--- src/rtl/tpp_pkg.sv ---
// tpp_pkg: constants, data types and the field weight function of the
// time packet parser. No dependencies; all but tpp_in_reg refer to it.
package tpp_pkg;

	localparam int TOTAL_W = 43;

	localparam logic [7:0] HEADER_BYTE = 8'h55;
	localparam logic [7:0] TYPE_BYTE   = 8'h50;
	localparam logic [7:0] START_SUM   = 8'(HEADER_BYTE + TYPE_BYTE);

	localparam logic [3:0] IDLE_POS  = 4'd1;
	localparam logic [3:0] FIRST_POS = 4'd2;
	localparam logic [3:0] LAST_POS  = 4'd10;

	// data byte slots in packet order
	localparam logic [2:0] FLD_YEAR   = 3'd0;
	localparam logic [2:0] FLD_MONTH  = 3'd1;
	localparam logic [2:0] FLD_DAY    = 3'd2;
	localparam logic [2:0] FLD_HOUR   = 3'd3;
	localparam logic [2:0] FLD_MINUTE = 3'd4;
	localparam logic [2:0] FLD_SECOND = 3'd5;
	localparam logic [2:0] FLD_MS_LO  = 3'd6;
	localparam logic [2:0] FLD_MS_HI  = 3'd7;

	localparam logic [TOTAL_W-1:0] MS_PER_YEAR   = 43'd31540000000;
	localparam logic [TOTAL_W-1:0] MS_PER_MONTH  = 43'd2628000000;
	localparam logic [TOTAL_W-1:0] MS_PER_DAY    = 43'd86400000;
	localparam logic [TOTAL_W-1:0] MS_PER_HOUR   = 43'd3600000;
	localparam logic [TOTAL_W-1:0] MS_PER_MINUTE = 43'd60000;
	localparam logic [TOTAL_W-1:0] MS_PER_SECOND = 43'd1000;
	localparam logic [TOTAL_W-1:0] W_MS_LO       = 43'd1;
	localparam logic [TOTAL_W-1:0] W_MS_HI       = 43'd256;

	typedef struct packed {
		logic [7:0]         year;
		logic [7:0]         month;
		logic [7:0]         day;
		logic [7:0]         hour;
		logic [7:0]         minute;
		logic [7:0]         second;
		logic [15:0]        millis;
		logic [TOTAL_W-1:0] total_ms;
	} result_t;

	// millisecond weight of each data byte slot
	function automatic logic [TOTAL_W-1:0] slot_weight(input logic [2:0] slot);
		logic [TOTAL_W-1:0] w;
		case (slot)
			FLD_YEAR:   w = MS_PER_YEAR;
			FLD_MONTH:  w = MS_PER_MONTH;
			FLD_DAY:    w = MS_PER_DAY;
			FLD_HOUR:   w = MS_PER_HOUR;
			FLD_MINUTE: w = MS_PER_MINUTE;
			FLD_SECOND: w = MS_PER_SECOND;
			FLD_MS_LO:  w = W_MS_LO;
			FLD_MS_HI:  w = W_MS_HI;
			default:    w = '0;
		endcase
		return w;
	endfunction

endpackage

--- src/rtl/tpp_in_reg.sv ---
// tpp_in_reg: input register stage holding one received byte word.
// Depends on no other file.
module tpp_in_reg (
	input  logic       clk,
	input  logic       arst_n,
	input  logic       in_valid,
	output logic       in_stall,
	input  logic [7:0] rx_byte,
	input  logic       consume,
	output logic       valid_s1,
	output logic [7:0] byte_s1
);

	logic load;

	assign in_stall = valid_s1 && !consume;
	assign load     = in_valid && !in_stall;

	always_ff @(posedge clk or negedge arst_n) begin
		if (!arst_n) begin
			valid_s1 <= 1'b0;
		end else if (load) begin
			valid_s1 <= 1'b1;
		end else if (consume) begin
			valid_s1 <= 1'b0;
		end
	end

	always_ff @(posedge clk) begin
		if (load) begin
			byte_s1 <= rx_byte;
		end
	end

endmodule

--- src/rtl/tpp_parser.sv ---
// tpp_parser: packet framing, running checksum, data byte store and the
// running millisecond total. Depends on tpp_pkg.
module tpp_parser (
	input  logic            clk,
	input  logic            arst_n,
	input  logic            valid_s1,
	input  logic [7:0]      byte_s1,
	input  logic            res_block,
	output logic            consume,
	output logic            res_valid,
	output tpp_pkg::result_t res
);

	logic                        collecting_q;
	logic [3:0]                  pos_q;
	logic [7:0]                  sum_q;
	logic [7:0]                  fields_q [8];
	logic [tpp_pkg::TOTAL_W-1:0] total_q;

	logic                        at_check;
	logic                        hit;
	logic [3:0]                  pos_eff;
	logic [2:0]                  slot;
	logic [tpp_pkg::TOTAL_W-1:0] addend;

	assign at_check = collecting_q && (pos_q >= tpp_pkg::LAST_POS);
	assign hit      = at_check && (byte_s1 == sum_q);
	// hold the byte only when it would finish a packet the result side cannot take
	assign consume   = valid_s1 && !(hit && res_block);
	assign res_valid = consume && hit;

	// a position below the first data slot reads as the first data slot
	assign pos_eff = (pos_q < tpp_pkg::FIRST_POS) ? tpp_pkg::FIRST_POS : pos_q;
	assign slot    = 3'(pos_eff - tpp_pkg::FIRST_POS);
	assign addend  = tpp_pkg::TOTAL_W'(byte_s1) * tpp_pkg::slot_weight(slot);

	always_ff @(posedge clk or negedge arst_n) begin
		if (!arst_n) begin
			collecting_q <= 1'b0;
			pos_q        <= tpp_pkg::IDLE_POS;
			sum_q        <= '0;
			total_q      <= '0;
		end else if (consume) begin
			if (!collecting_q) begin
				if (byte_s1 == tpp_pkg::TYPE_BYTE) begin
					collecting_q <= 1'b1;
					pos_q        <= tpp_pkg::FIRST_POS;
					sum_q        <= tpp_pkg::START_SUM;
					total_q      <= '0;
				end
			end else if (at_check) begin
				collecting_q <= 1'b0;
				pos_q        <= tpp_pkg::IDLE_POS;
			end else begin
				sum_q   <= sum_q + byte_s1;
				pos_q   <= pos_eff + 4'd1;
				total_q <= total_q + addend;
			end
		end
	end

	always_ff @(posedge clk) begin
		if (consume && collecting_q && !at_check) begin
			fields_q[slot] <= byte_s1;
		end
	end

	always_comb begin
		res.year     = fields_q[tpp_pkg::FLD_YEAR];
		res.month    = fields_q[tpp_pkg::FLD_MONTH];
		res.day      = fields_q[tpp_pkg::FLD_DAY];
		res.hour     = fields_q[tpp_pkg::FLD_HOUR];
		res.minute   = fields_q[tpp_pkg::FLD_MINUTE];
		res.second   = fields_q[tpp_pkg::FLD_SECOND];
		res.millis   = {fields_q[tpp_pkg::FLD_MS_HI], fields_q[tpp_pkg::FLD_MS_LO]};
		res.total_ms = total_q;
	end

	a_pos_range: assert property (@(posedge clk) disable iff (!arst_n)
		collecting_q |-> (pos_q >= tpp_pkg::FIRST_POS && pos_q <= tpp_pkg::LAST_POS))
		else $error("packet position out of range while collecting");

	a_idle_pos: assert property (@(posedge clk) disable iff (!arst_n)
		!collecting_q |-> (pos_q == tpp_pkg::IDLE_POS))
		else $error("idle parser not at idle position");

	a_start_sum: assert property (@(posedge clk) disable iff (!arst_n)
		(consume && !collecting_q && byte_s1 == tpp_pkg::TYPE_BYTE)
		|=> (collecting_q && sum_q == tpp_pkg::START_SUM && total_q == '0))
		else $error("packet start did not seed checksum and total");

	a_no_hold_outside_hit: assert property (@(posedge clk) disable iff (!arst_n)
		(valid_s1 && !consume) |-> (hit && res_block))
		else $error("byte held without a blocked result");

endmodule

--- src/rtl/tpp_out_reg.sv ---
// tpp_out_reg: result register between the parser and the output channel.
// Depends on tpp_pkg for the result type.
module tpp_out_reg (
	input  logic             clk,
	input  logic             arst_n,
	input  logic             load,
	input  tpp_pkg::result_t res,
	input  logic             out_stall,
	output logic             out_valid,
	output logic             res_block,
	output tpp_pkg::result_t res_q
);

	assign res_block = out_valid && out_stall;

	always_ff @(posedge clk or negedge arst_n) begin
		if (!arst_n) begin
			out_valid <= 1'b0;
		end else if (load) begin
			out_valid <= 1'b1;
		end else if (!out_stall) begin
			out_valid <= 1'b0;
		end
	end

	always_ff @(posedge clk) begin
		if (load) begin
			res_q <= res;
		end
	end

	a_no_overwrite: assert property (@(posedge clk) disable iff (!arst_n)
		load |-> !res_block)
		else $error("result loaded over a stalled result");

endmodule

--- src/rtl/time_packet_parser_to_ms.sv ---
// time_packet_parser_to_ms: top level of the time packet parser.
// Depends on tpp_pkg, tpp_in_reg, tpp_parser and tpp_out_reg.
//
//   channel   direction  handshake             payload
//   input     in         in_valid / in_stall   rx_byte (one byte word)
//   output    out        out_valid / out_stall year, month, day, hour, minute,
//                                              second, millis, total_ms
//
// One byte word is taken every cycle while in_stall is low. The result of a
// good checksum word sits in the input register until the result register can
// take it, then loads the result register, where it is presented.
// The millisecond total is built as the packet arrives: each data byte adds
// one constant-weight product to a 43-bit accumulator, so only one multiply
// and one add sit between registers.
// Reset (arst_n low, asynchronous) returns to idle with position one and a
// zero checksum; the data byte store is not cleared.
// A stalled output holds its result; the input keeps flowing unless the word
// in hand would complete a good packet while the result register is stalled.
module time_packet_parser_to_ms (
	input  logic        clk,
	input  logic        arst_n,
	input  logic        in_valid,
	output logic        in_stall,
	input  logic [7:0]  rx_byte,
	output logic        out_valid,
	input  logic        out_stall,
	output logic [7:0]  year,
	output logic [7:0]  month,
	output logic [7:0]  day,
	output logic [7:0]  hour,
	output logic [7:0]  minute,
	output logic [7:0]  second,
	output logic [15:0] millis,
	output logic [42:0] total_ms
);

	logic             valid_s1;
	logic [7:0]       byte_s1;
	logic             consume;
	logic             res_valid;
	logic             res_block;
	tpp_pkg::result_t res;
	tpp_pkg::result_t res_q;

	tpp_in_reg u_in (
		.clk      (clk),
		.arst_n   (arst_n),
		.in_valid (in_valid),
		.in_stall (in_stall),
		.rx_byte  (rx_byte),
		.consume  (consume),
		.valid_s1 (valid_s1),
		.byte_s1  (byte_s1)
	);

	tpp_parser u_parser (
		.clk       (clk),
		.arst_n    (arst_n),
		.valid_s1  (valid_s1),
		.byte_s1   (byte_s1),
		.res_block (res_block),
		.consume   (consume),
		.res_valid (res_valid),
		.res       (res)
	);

	tpp_out_reg u_out (
		.clk       (clk),
		.arst_n    (arst_n),
		.load      (res_valid),
		.res       (res),
		.out_stall (out_stall),
		.out_valid (out_valid),
		.res_block (res_block),
		.res_q     (res_q)
	);

	// unpack the result word onto its ports
	assign year     = res_q.year;
	assign month    = res_q.month;
	assign day      = res_q.day;
	assign hour     = res_q.hour;
	assign minute   = res_q.minute;
	assign second   = res_q.second;
	assign millis   = res_q.millis;
	assign total_ms = res_q.total_ms;

endmodule
--- config.mk ---
export PLATFORM = sky130hd
export DESIGN_NAME = time_packet_parser_to_ms
export DESIGN_NICKNAME = d
export VERILOG_FILES = /design/src/rtl/tpp_pkg.sv /design/src/rtl/tpp_in_reg.sv /design/src/rtl/tpp_parser.sv /design/src/rtl/tpp_out_reg.sv /design/src/rtl/time_packet_parser_to_ms.sv
export SDC_FILE = /design/constraint.sdc
export NUM_CORES = 1
export LEC_CHECK = 0
export BUFFER_PORTS_ARGS = -buffer_cell sky130_fd_sc_hd__clkbuf_2
export CORE_MARGIN = 4
export CORE_UTILIZATION = 45
export DETAILED_ROUTE_END_ITERATION = 16
export PLACE_DENSITY = 0.69
export SLEW_MARGIN = 10
export SYNTH_ARGS = -nofsm -noshare
export SYNTH_HDL_FRONTEND = slang
export SYNTH_SLANG_ARGS = --single-unit
--- constraint.sdc ---
create_clock -name clk -period 13.65 [get_ports clk]
set_input_delay 0.6825 -clock clk [delete_from_list [all_inputs] [get_ports clk]]
set_output_delay 0.6825 -clock clk [all_outputs]
set_load 0.005 [all_outputs]
# Word-level counts from Yosys, hierarchy flattened
# Memories as Yosys holds them, arrays and structs flattened. A register that Yosys moved wholly into a read port is not among the register bits.
# Cells that the tools add are included.
[totals]
reg_bits = 109
ram_bits = 64
mem_bits_ro = 240
inputBits = 12
memories = 2
[op_classes]
add_sub_neg = 4
n_mul = 1
magnitude_cmp = 2
eq_ne = 4
muxes = 19
n_reduce_logical = 18
[memory_table]
columns = ["memory", "words", "width", "read_ports", "rd_clocked_by_memory_dff", "write_ports", "line", "rtl"]
rows = [
  ["(name not given)", 8, 30, 1, 0, 0, "tpp_pkg.sv:48", "case (slot)"],
  ["u_parser.fields_q", 8, 8, 8, 8, 1, "tpp_parser.sv:17", "logic [7:0] fields_q [8];"],
]
[op_table]
columns = ["cell", "n"]
rows = [
  ["$mux W43", 3],
  ["$add A43 B43 Y43", 1],
  ["$mul A8 B43 Y43", 1],
  ["$mux W8", 3],
  ["$mux W4", 4],
  ["$logic_and A1 B1 Y1", 10],
  ["$mux W1", 9],
  ["$add A8 B8 Y8", 1],
  ["$eq A8 B7 Y1 const B", 1],
  ["$eq A8 B8 Y1", 1],
  ["$add A4 B1 Y4 const B", 1],
  ["$ge A4 B4 Y1 const B", 1],
  ["$logic_not A1 Y1", 4],
  ["$lt A4 B2 Y1 const B", 1],
  ["$reduce_bool A2 Y1", 2],
  ["$reduce_and A3 Y1", 1],
  ["$sub A3 B2 Y3 const B", 1],
  ["$ne A2 B1 Y1 const B", 1],
  ["$ne A2 B2 Y1 const B", 1],
  ["$reduce_and A2 Y1", 1],
]

# Logic depth before layout (Yosys ltp)
# Gate-level depths: netlist (run 1).
[depth]
word_depth = 11
depth_mapped = 27
ltp_nobuf = 24

# Hierarchy
# Synthesis (run 1) repeated with hierarchy kept, for this count alone.
[hier_totals]
hier_cells = 1463
area_unflattened_um2 = 16906.2
[by_module_without_submodules]
columns = ["mod", "n_inst", "cells_each", "area_per_inst_um2", "seq_area_each_um2"]
rows = [
  ["tpp_parser", 1, 1340, 13356.6, 3324.4],
  ["tpp_out_reg", 1, 110, 3251.9, 3238.1],
  ["tpp_in_reg", 1, 13, 297.8, 265.3],
]

# Worst setup path after synthesis (run 1)
# No wires, ideal clock.
[synth_path]
path_kind = "register -> register"
from = "register u_parser.pos_q[2]"
to = "register u_parser.total_q[35] in the netlist's numbering"
arrival_time_ns = 5.984
required_time_ns = 13.514
path_slack_ns = 7.530
path_stages_with_launch = 27
n_path_buf = 3
period_less_slack_ns = 6.120
cell_sequence = "dfrtp_1 nor2_1 or2_2 clkbuf_1 ha_1 clkbuf_1 nand2b_1 inv_1 and2_1 inv_1 fa_1 inv_1 fa_1 fa_1 inv_1 fa_1 inv_1 ha_1 clkbuf_1 a21o_1 a31oi_1 nor2_1 a311o_1 a211oi_1 o31ai_1 xnor2_1 o21ai_0"
[synth_via]
elab_chain_cells = 8
word_cells_on_any_way = 16
classes_between = "add/sub: 2; mul: 1; order compare: 2; eq/ne: 1; mux: 3; reduce/logical: 6; memory: 1"
[synth_lines]
columns = ["item", "line", "rtl"]
rows = [
  ["from (decl)", "tpp_parser.sv:15", "logic [3:0] pos_q;"],
  ["from (signal assigned)", "tpp_parser.sv:40", "pos_q <= tpp_pkg::IDLE_POS;"],
  ["from (signal assigned)", "tpp_parser.sv:47", "pos_q <= tpp_pkg::FIRST_POS;"],
  ["from (signal assigned)", "tpp_parser.sv:53", "pos_q <= tpp_pkg::IDLE_POS;"],
  ["$lt A4 B2 Y1", "tpp_parser.sv:33", "assign pos_eff = (pos_q < tpp_pkg::FIRST_POS) ? tpp_pkg::FIRST_POS : pos_q;"],
  ["$mux W4", "tpp_parser.sv:33", ""],
  ["$sub A3 B2 Y3", "tpp_parser.sv:34", "assign slot = 3'(pos_eff - tpp_pkg::FIRST_POS);"],
  ["$mem_v2 Z8 W30", "n/a", ""],
  ["$mul A8 B43 Y43", "tpp_parser.sv:35", "assign addend = tpp_pkg::TOTAL_W'(byte_s1) * tpp_pkg::slot_weight(slot);"],
  ["$add A43 B43 Y43", "tpp_parser.sv:57", "total_q <= total_q + addend;"],
  ["$mux W43", "tpp_parser.sv:51", "end else if (at_check) begin"],
  ["$mux W43", "tpp_parser.sv:44", "if (!collecting_q) begin"],
  ["to (signal assigned)", "tpp_parser.sv:57", ""],
  ["to (decl)", "tpp_parser.sv:18", "logic [tpp_pkg::TOTAL_W-1:0] total_q;"],
]
# Parallel ways exist; a longest one is shown, timed or not. The select of a mux whose other input is x is not followed.
# A chain may end at the register's enable or synchronous reset.

# Worst setup path in the final report (run 1)
# Same ends and word-level chain as after synthesis.

==> results of run 1 <==
[Yosys cell counts, drive strengths merged (2+ instances only)]
cell type	n	area, sq um
inv	335	1260
fa	201	4020
edfxtp	179	5380
nand2	120	450
ha	108	1350
o21ai	67	343
dfrtp	57	1430
a21oi	49	245
nor2	48	180
clkbuf	46	173
and2	42	263
and3	33	206
xnor2	28	245
a21o	24	180
nand2b	17	106
xor2	16	140
nor2b	14	90.1
nand3	11	55.1
o31ai	11	82.6
nand4	10	62.6
a22o	8	70.1
a31oi	7	43.8
nor3	7	40.0
o21a	6	45.0
o21bai	6	45.0
o211ai	5	37.5
or2	5	31.3
nor3b	4	35.0
o41ai	4	50.1
a211oi	3	22.5
a41oi	3	26.3
nor4b	3	26.3
a2111oi	2	42.5
a311o	2	20.0
and4	2	17.5
nand3b	2	15.0
nor4	2	12.5
o31a	2	17.5
[registers in the layout, summed over array words and instances (netlist names), 4 cells and up]
name	count
u_parser.fields_q	64
u_out.res_q	43
u_parser.total_q	43
millis	16
day	8
hour	8
minute	8
month	8
second	8
u_in.byte_s1	8
u_parser.sum_q	8
year	8
u_parser.pos_q	4
[worst paths after layout]
kind	from	slack [ns]	depth (start not counted)	to
max in group asynchronous	arst_n	12.76	2	u_in.valid_s1
worst min register to register	u_parser.fields_q[1][0]	0.42	0	month[0]
worst min-delay path	arst_n	0.32	2	u_parser.total_q[20]
worst max-delay path	u_parser.pos_q[2]	6.00	22	u_parser.total_q[35]
min in group clk	rx_byte[7]	0.33	1	u_in.byte_s1[7]
worst max register to register	u_parser.pos_q[2]	6.00	22	u_parser.total_q[35]
[area by class of cell]
cell class,count,area [sq um]
clock buffers,30,664
repair buffers,132,691
well taps,504,631
flip-flops and latches,237,6830
multi-input cells,884,8740
fillers,3296,18000
inverters,335,1260
clock inverters,16,139
[layer usage]
| metal | global-route usage [%] | routed length, um | up-vias |
|---|---|---|---|
| met5 | 0 | 0 | - |
| li1 | - | - | 5064 |
| met1 | 28.8 | 18000 | 5432 |
| met2 | 32.3 | 18700 | 365 |
| met4 | 5.29 | 1070 | 0 |
| met3 | 2.74 | 2580 | 78 |
[critical path: stages, from the launching register on]
cell and delay, ns:
dfrtp_1 0.59, nor2_1 0.08, or2_2 0.37, ha_1 0.86, nand2_1 0.18, o21ai_1 0.45, nand2_1 0.17, fa_1 0.53
inv_1 0.05, fa_1 0.49, fa_1 0.55, inv_1 0.05, fa_1 0.48, inv_1 0.05, ha_1 0.34, a21oi_1 0.17
o21ai_0 0.09, a31oi_1 0.64, o211ai_1 0.32, a211oi_1 0.58, o31ai_1 0.17, xnor2_1 0.17, o21ai_0 0.10
[kinds of logic after synthesis]
| logic type | after synthesis |
|---|---|
| buffers and inverters | 382 |
| AND/OR/NAND/NOR | 322 |
| adder cells (fa/ha/maj) | 309 |
| flip-flops | 237 |
| AO/OA/AOI/OAI | 208 |
| XOR/XNOR | 44 |
| multiplexers | 1 |
[stage by stage]
stage               cell area [sq um]  util [%]  std cells
floorplan                       17000         -       1503
global placement                18100      49.1       2092
detailed placement              18100      49.1       2092
CTS                             18900      51.3       2138
global route                    18900      51.3       2138
finish                          18900      51.3       2138
==> metrics.md, run 1 <==
| Metric | Value |
|---|---|
| Setup Total Neg Slack | 0 ns |
| # IOs | 121 |
| Req. time, crit path | 14.07 ns |
| Post-Synthesis Cell Area | 17,000 sq um |
| Largest fanout on the critical path | 33 |
| First-pass GRT wire length | 64,900 um |
| Largest family of logic cells by synthesized area | adder cells |
| Grt total ovfl | 0 |
| CTS tree | built |
| Final nets | ~1,900 |
| Post-synthesis mux area share | less than 1% |
| Die ar. | 40,900 sq um |
| Crit end category | register |
| Number of enable flip-flop cells after synthesis | about 180 |
| DR vias | 10,900 |
| Simple-gate portion of the synthesized area | under 10% |
| Placer Congestion | 0.964 |
| Post-synth top flop | edfxtp_1 |
| Router iterations before antenna repair | 5 |
| Critical Path Start Type | register |
| Syn Area/Cell | 11.3 sq um |
| Routed WL per cell | 18.9 um |
| Cts hold-fix bufs | 0 |
| Hold Fails Final Rpt | 0 |
| Critical path type | register to register |
| WL final | 40,400 um |
| Max Clk Rate | around 0.13 GHz |
| Postcts setup bufs | 0 |
| Initial core utilization | a little under half |
| Largest net degree at the start of global routing | 80 |
| Die Span X | 202 um |
| Compound-Gate Fraction of Synth Area | 7.95% |
| Worst-Skew Late Latency | 0.55 ns |
| Synth Area in XOR/XNOR | between 2 and 2.5% |
| Final setup viols | 0 |
| Post-Syn Instances | 1,503 |
| Most frequent cells in the layout | inv_1, fa_1, edfxtp_1, nand2_1, clkbuf_2 |
| Worst Hold Class | input pin to asynchronous set/reset pin |
| Yosys warning total | 0 |
| Clock buffer depth | 3 |
| Sink Count | approximately 240 |
| Status | complete, no violations |
| Commonest non-fill, non-tap cell in the layout | inv_1 |
| Post-CTS resize count | 0 |
| Yosys cell types | between 50 and 60 |
| Clock root buffer | clkbuf_16 |
| DP Worst Slack | about 6.1 ns |
| RSZ-0062 raised after global routing | no |
| Arrival @ worst endpoint | 8.07 ns |
| Ant. Diodes | 0 |
| Remaining antenna violation count | 0 |
| PortBufs | 120 |
| Clock skew | 0.00818 ns |
| DP HPWL | approximately 31,000 um |
| Async set-reset flop share out of synthesis | between 20% and 30% |
| Measured slew at the worst slew-check pin | around 1.2 ns |
| Syn nets | 1,824 |
| Vias in the first global route | approximately 12,000 |
| Overall routing resource usage | 20.0% |
| Max Slew Vio Count | 0 |
| Via density | 5.12 |
| CTS H-tree depth | 1 |
| DRC viols | 0 |
| Layout cells sized above 1 | 11.8% |
| Number of DRC markers in iteration 0 | ~660 |
| FP Rows | 70 |
| Worst-path clk slew | 0.06 ns |
| Post-synthesis adder-cell area fraction | approximately a third |
| Post-route setup slack | ~6 ns |
| Initial antenna violation count | 0 |
| CORE AREA | between 30,000 and 40,000 sq um |
| Synthesis-to-layout area growth | 11.5% |
| Max Cap Viol | 0 |
| Synth Register Bits | 237 |
| Final Cycle Share | around 56% |
| Hold WS | 0.320 ns |
| Slew HR | 18.1% |
| Inserted Clock Buffers | 25 |
| Seq/Total Area, Yosys | 40.2% |
| Die height | 202 um |
| Period minus WS final | 7.65 ns |
Power of run 1 is not shown: default switching activity piles up to over one toggle a cycle in this logic, so the estimate is an artifact.
==> run 2, diff against run 1 <==
ABC_AREA = 1   (was default)
clock period = 7.7 ns   (was 13.65 ns; I/O delays follow)
==> metrics.md, run 2 <==
| Metric | Value |
|---|---|
| Status | complete, no violations |
| Setup Total Neg Slack | 0 ns |
| Remaining antenna violation count | 0 |
| Seq/Total Area, Yosys | about two fifths |
| PortBufs | 120 |
| Routed WL per cell | 17.8 um |
| Synthesis-to-layout area growth | 12.1% |
| Syn nets | roughly 2,200 |
| CORE AREA | 38,700 sq um |
| # IOs | 121 |
| Met1 usage | 31.1% |
| DR vias | roughly 12,000 |
| Yosys cell types | 37 |
| Grt total ovfl | 0 |
| Reg2Reg Depth | 27 |
| Synth top area cells | edfxtp_1, fa_1, inv_1 |
| Most frequent cells in the layout | inv_1, nand2_1, nor2_1, fa_1, edfxtp_1 |
| Yosys warning total | 0 |
| Hold depth | 1 |
| DRC viols | 0 |
| RSZ-0062 raised after global routing | no |
| Post-Synthesis Cell Area | 17,700 sq um |
| Inserted Clock Buffers | 26 |
| Die ar. | 42,500 sq um |
| Sink Count | 237 |
| Ant. Diodes | 0 |
| Grt met2 use | 36.6% |
| Max Clk Rate | 0.144 GHz |
| Max Cap Viol | 0 |
| Largest net degree at the start of global routing | 64 |
| Reg2Reg Capture Point | u_parser.total_q[41] |
| Initial antenna violation count | 0 |
| Largest fanout on the critical path | 20 |
| # fillers | between 3,000 and 4,000 |
| Top reg by flops | u_parser.fields_q |
| Worst-path clk slew | ~0.070 ns |
| Number of enable flip-flop cells after synthesis | ~180 |
| Share of the synthesized area in the top cell type | 30.4% |
| Post-Syn Instances | 1,875 |
| CTS H-tree depth | 1 |
| Post-synth top area cell | edfxtp_1 |
| Reg2Reg Launch Point | u_parser.pos_q[2] |
| Syn Area/Cell | 9.43 sq um |
| Initial core utilization | 45.7% |
| Arrival @ worst endpoint | 7.38 ns |
| FP Rows | 72 |
| Crit end category | register |
| Biggest regs | u_parser.fields_q x64, u_out.res_q x43, u_parser.total_q x43 |
| Worst-Skew Late Latency | 0.56 ns |
| Via density | 4.90 |
| Critical Path Start Type | register |
| Period minus WS final | 6.94 ns |
| Clock buffer depth | 3 |
| Measured slew at the worst slew-check pin | 0.940 ns |
| Die Span X | approximately 210 um |
| Postcts setup bufs | 0 |
| Vias in the first global route | around 13,000 |
| Clock root buffer | clkbuf_16 |
| Commonest non-fill, non-tap cell in the layout | inv_1 |
| WL final | 45,400 um |
| Hold Fails Final Rpt | 0 |
| Placer Congestion | around 0.94 |
| Most frequent cells after synthesis | inv_1, nand2_1, nor2_1 |
| Number of DRC markers in iteration 0 | 712 |
| Overall routing resource usage | 22.1% |
| Req. time, crit path | 8.14 ns |
| R2R setup slack | 0.76 ns |
| Router iterations before antenna repair | 5 |
| Met3 GRT Util | between 2 and 3% |
| Layout cells sized above 1 | 10.6% |
| Critical path type | register to register |
| DP HPWL | roughly 36,000 um |
| Final Cycle Share | 90.1% |
| CTS tree | built |
| Synth Register Bits | 237 |
| Max FFs per register | 64 |
| Post-synth top flop | edfxtp_1 |
| Worst Hold Class | input pin to register |
| Async set-reset flop share out of synthesis | 24.5% |
| Die height | 206 um |
| Slew HR | 37.3% |
| HP Start | rx_byte[3] |
| First-pass GRT wire length | slightly above 70,000 um |
| Hold Crit Endpoint | u_in.byte_s1[3] |
| Final core occ | between 50% and 60% |
| Final nets | 2,336 |
| Clock skew | 0.0256 ns |
| Max Slew Vio Count | 0 |
| GR peak layer | met2 |
| Final setup viols | 0 |
| Count leader, synth | inv_1 |
run 2: cell count changes after synthesis, sizes merged, moves of 14 or more:
cell / before / now
nor2b: 14 / 0
nand2: 120 / 406
and3: 33 / 0
nand3: 11 / 59
nor2: 48 / 225
inv: 335 / 470
a21o: 24 / 2
and2: 42 / 0
nand2b: 17 / 0
xnor2: 28 / 7
clkbuf: 46 / 11
run 2: critical path, stage by stage (launching register included):
cell and delay, ns:
dfrtp_1 0.46, nor2_1 0.10, nor2_2 0.32, inv_1 0.18, ha_1 0.58, nor2_1 0.46, inv_1 0.28, o21ai_0 0.34
nand2_1 0.21, fa_1 0.55, fa_1 0.55, inv_1 0.05, fa_1 0.51, inv_1 0.06, fa_1 0.50, inv_1 0.05
ha_1 0.33, nand2_1 0.13, nor2_1 0.29, nand2_1 0.10, nor2_1 0.10, nand2_1 0.06, nand3_1 0.21, nand2_1 0.13
nand2_1 0.08, nand2_1 0.04, nand3_1 0.06, nand2_1 0.08
run 2: worst max-delay path by stage:
| stage | startpoint | endpoint | slack [ns] | depth (start not counted) |
|---|---|---|---|---|
| detailed placement | u_parser.pos_q[2] | u_parser.total_q[37] | 0.64 | 27 |
| global route | u_parser.pos_q[2] | u_parser.total_q[42] | 0.26 | 27 |
| finish | u_parser.pos_q[2] | u_parser.total_q[41] | 0.76 | 27 |
| CTS | u_parser.pos_q[2] | u_parser.total_q[37] | 0.62 | 27 |
| floorplan | u_in.byte_s1[2] | day[0] | 1.33 | 6 |
| global placement | u_parser.pos_q[2] | u_parser.total_q[42] | 0.96 | 27 |
run 2: logic make-up (layout without fill, tap and decap cells):
group	after synthesis	after routing	share of synthesized area, %
DFF	237	237	38.6
xor gates and xnor gates	12	12	0.637
and+or+nand+nor	706	706	15.8
AOI/OAI and AO/OA	117	117	3.72
buffers and inverters	494	654	10.9
adders and majority gates	309	309	30.4
run 2: metal layers:
layer	wire [um]	up-vias
met5	0	-
met4	1310	0
met3	2830	79
met2	21000	418
met1	20200	6049
li1	-	5951
run 2: cell type report:
cell class	count	area [sq um]	area share, %
sequential	237	6830	34.4
timing repair buffer	135	713	3.60
clock inverter	21	244	1.23
tap	518	648	3.27
multi-input combinational	1144	8940	45.1
clock buffer	27	676	3.41
inverter	471	1770	8.92
run 2: repair_timing:
action / in CTS / in global routing
hold buffers: 0 / 0
resized for setup: 0 / 1
setup endpoints to repair: 0 / 2
run 2: per-stage QoR:
step | worst slack, ns | hold WS (ns) | instance area (sq um) | instances
floorplan | 1.33 | 0.0894 | 17700 | 1875
global placement | 0.959 | 0.402 | 18900 | 2505
detailed placement | 0.645 | 0.405 | 18900 | 2505
CTS | 0.619 | 0.0109 | 19800 | 2553
global route | 0.258 | 0.0237 | 19800 | 2553
finish | 0.761 | 0.0302 | 19800 | 2553
Power of run 2 is left out for the same reason.
==> run 3, diff against run 2 <==
ABC_AREA = default   (was 1)
==> metrics.md, run 3 (synthesized netlist as in run 1, its figures left out) <==
| Metric | Value |
|---|---|
| Status | complete, no violations |
| FP Rows | 70 |
| Grt total ovfl | 0 |
| DR vias | approximately 11,000 |
| Largest fanout on the critical path | 16 |
| RSZ-0062 raised after global routing | no |
| Crit end category | register |
| CTS H-tree depth | 1 |
| Die Span X | ~200 um |
| PortBufs | 120 |
| Crit-path max cell delay | around 0.55 ns |
| Worst-path clk slew | 0.06 ns |
| Max Cap Viol | 0 |
| Initial core utilization | 46.0% |
| Slowest CP cell | fa_1 |
| Vias in the first global route | 11,600 |
| Max Slew Vio Count | 0 |
| Worst Hold Class | input pin to register |
| Final nets | 1,940 |
| Period minus WS final | 7.19 ns |
| Synthesis-to-layout area growth | 11.7% |
| Router iterations before antenna repair | 7 |
| Initial antenna violation count | 0 |
| Max Clk Rate | 0.139 GHz |
| Die ar. | 40,900 sq um |
| Placer Congestion | 0.943 |
| Layout cells sized above 1 | 12.1% |
| Critical path type | register to register |
| Worst-Skew Late Latency | 0.54 ns |
| Commonest non-fill, non-tap cell in the layout | inv_1 |
| DP HPWL | 31,500 um |
| Overall routing resource usage | slightly above 20% |
| Sink Count | 237 |
| Crit path max-delay family | adder cells |
| CTS tree | built |
| DRC viols | 0 |
| Routed WL per cell | approximately 19 um |
| Hold Fails Final Rpt | 0 |
| Top reg by flops | u_parser.fields_q |
| Hold WS | between 0.03 and 0.04 ns |
| Crit path cell chain | nor3_1 -> nand2b_1 -> ha_1 -> nand2_1 -> o21ai_1 -> nand2_1 -> fa_1 -> inv_1 -> fa_1 -> fa_1 -> inv_1 -> fa_1 -> inv_1 -> ha_1 -> a21oi_1 -> o21ai_0 -> a41oi_1 -> o211ai_1 -> o21ai_1 -> o21ai_0 -> xnor2_1 -> o21ai_0 |
| WL final | between 40,000 and 50,000 um |
| Most used cell, CP | fa_1 |
| Post-Place Cells | 2,097 |
| Buffers and inverters on the worst path | 3 |
| # IOs | about 120 |
| Clock skew | 0.0228 ns |
| Measured slew at the worst slew-check pin | between 1 and 1.5 ns |
| Post-Layout Cell Count | 2,141 |
| Ant. Diodes | 0 |
| Remaining antenna violation count | 0 |
| Clock buffer depth | 3 |
| Setup Total Neg Slack | 0 ns |
| CORE AREA | 37,000 sq um |
| # fillers | 3,308 |
| Slew HR | 18.2% |
| Biggest regs | u_parser.fields_q x64, u_out.res_q x43, u_parser.total_q x43 |
| Req. time, crit path | 8.11 ns |
| Placed inst area | approximately 18,000 sq um |
| Die height | ~200 um |
| Arrival @ worst endpoint | 7.59 ns |
| First-pass GRT wire length | 65,200 um |
| Inserted Clock Buffers | 24 |
| Via density | 5.10 |
| Largest net degree at the start of global routing | 80 |
| Final setup viols | 0 |
| Max FFs per register | 64 |
| Number of DRC markers in iteration 0 | 750 |
| Critical Path Start Type | register |
| Finished Cell Area | 19,000 sq um |
| Final Cycle Share | 93.3% |
| Most frequent cells in the layout | inv_1, fa_1, edfxtp_1, nand2_1, clkbuf_2 |
| Clock root buffer | clkbuf_16 |
## run 3: changes by cell type in the layout (fill, tap and decap cells not counted), moves of 18 or more
cell     before  now
nand3_1      58   11
xnor2_1       7   28
nor2_1      221   48
inv_1       464  335
nand2_1     405  119
o21ai_0      35   53
and2_1        0   41
and3_1        0   33
a21o_1        2   24
## run 3: worst reg2reg max path, stage by stage, from the launching register on
cell      delay [ns]
dfrtp_1         0.52
nor3_1          0.31
nand2b_1        0.39
ha_1            0.54
nand2_1         0.15
o21ai_1         0.34
nand2_1         0.16
fa_1            0.55
inv_1           0.05
fa_1            0.47
fa_1            0.52
inv_1           0.05
fa_1            0.47
inv_1           0.04
ha_1            0.39
a21oi_1         0.40
o21ai_0         0.26
a41oi_1         0.33
o211ai_1        0.12
o21ai_1         0.50
o21ai_0         0.24
xnor2_1         0.16
o21ai_0         0.08
## run 3: worst paths after layout
check                                              from                   end  slack [ns]  cells after the start
worst max-delay path                  u_parser.pos_q[2]  u_parser.total_q[30]        0.51                     22
worst min-delay path                         rx_byte[3]       u_in.byte_s1[3]        0.03                      1
worst max register to register        u_parser.pos_q[2]  u_parser.total_q[30]        0.51                     22
worst min register to register  u_parser.fields_q[5][7]             second[7]        0.41                      0
max in group asynchronous                        arst_n   u_parser.total_q[0]        7.07                      2
min in group asynchronous                        arst_n  u_parser.total_q[20]        0.05                      2
## run 3: what timing repair did
action,in CTS,in global routing
hold buffers,0,0
endpoints found under the setup margin,0,14
buffers inserted,0,0
resized for setup,0,2
## run 3: per-stage QoR
step           setup WS (ns)  util [%]
6_report               0.514      51.3
5_1_grt                0.138      51.3
4_1_cts                0.327      51.3
3_5_place_dp           0.338      49.2
3_3_place_gp           0.466      49.2
2_1_floorplan           1.58         -
## run 3: layout make-up
type	count	area [sq um]	share of cell area, %
Multi-Input combinational cell	884	8740	46.1
Tap cell	504	631	3.32
Sequential cell	237	6830	36.0
Timing Repair Buffer	137	728	3.84
Clock inverter	19	183	0.963
Inverter	335	1260	6.63
Clock buffer	25	604	3.19
## run 3: metal layers
metal	vias to the layer above	track usage, %	share of wire (%)
met5	-	0	0
met4	0	5.43	2.4
met3	59	3.59	6.4
met2	326	32.6	47
met1	5439	28.5	44
li1	5089	-	-
Power of run 3 is left out for the same reason.
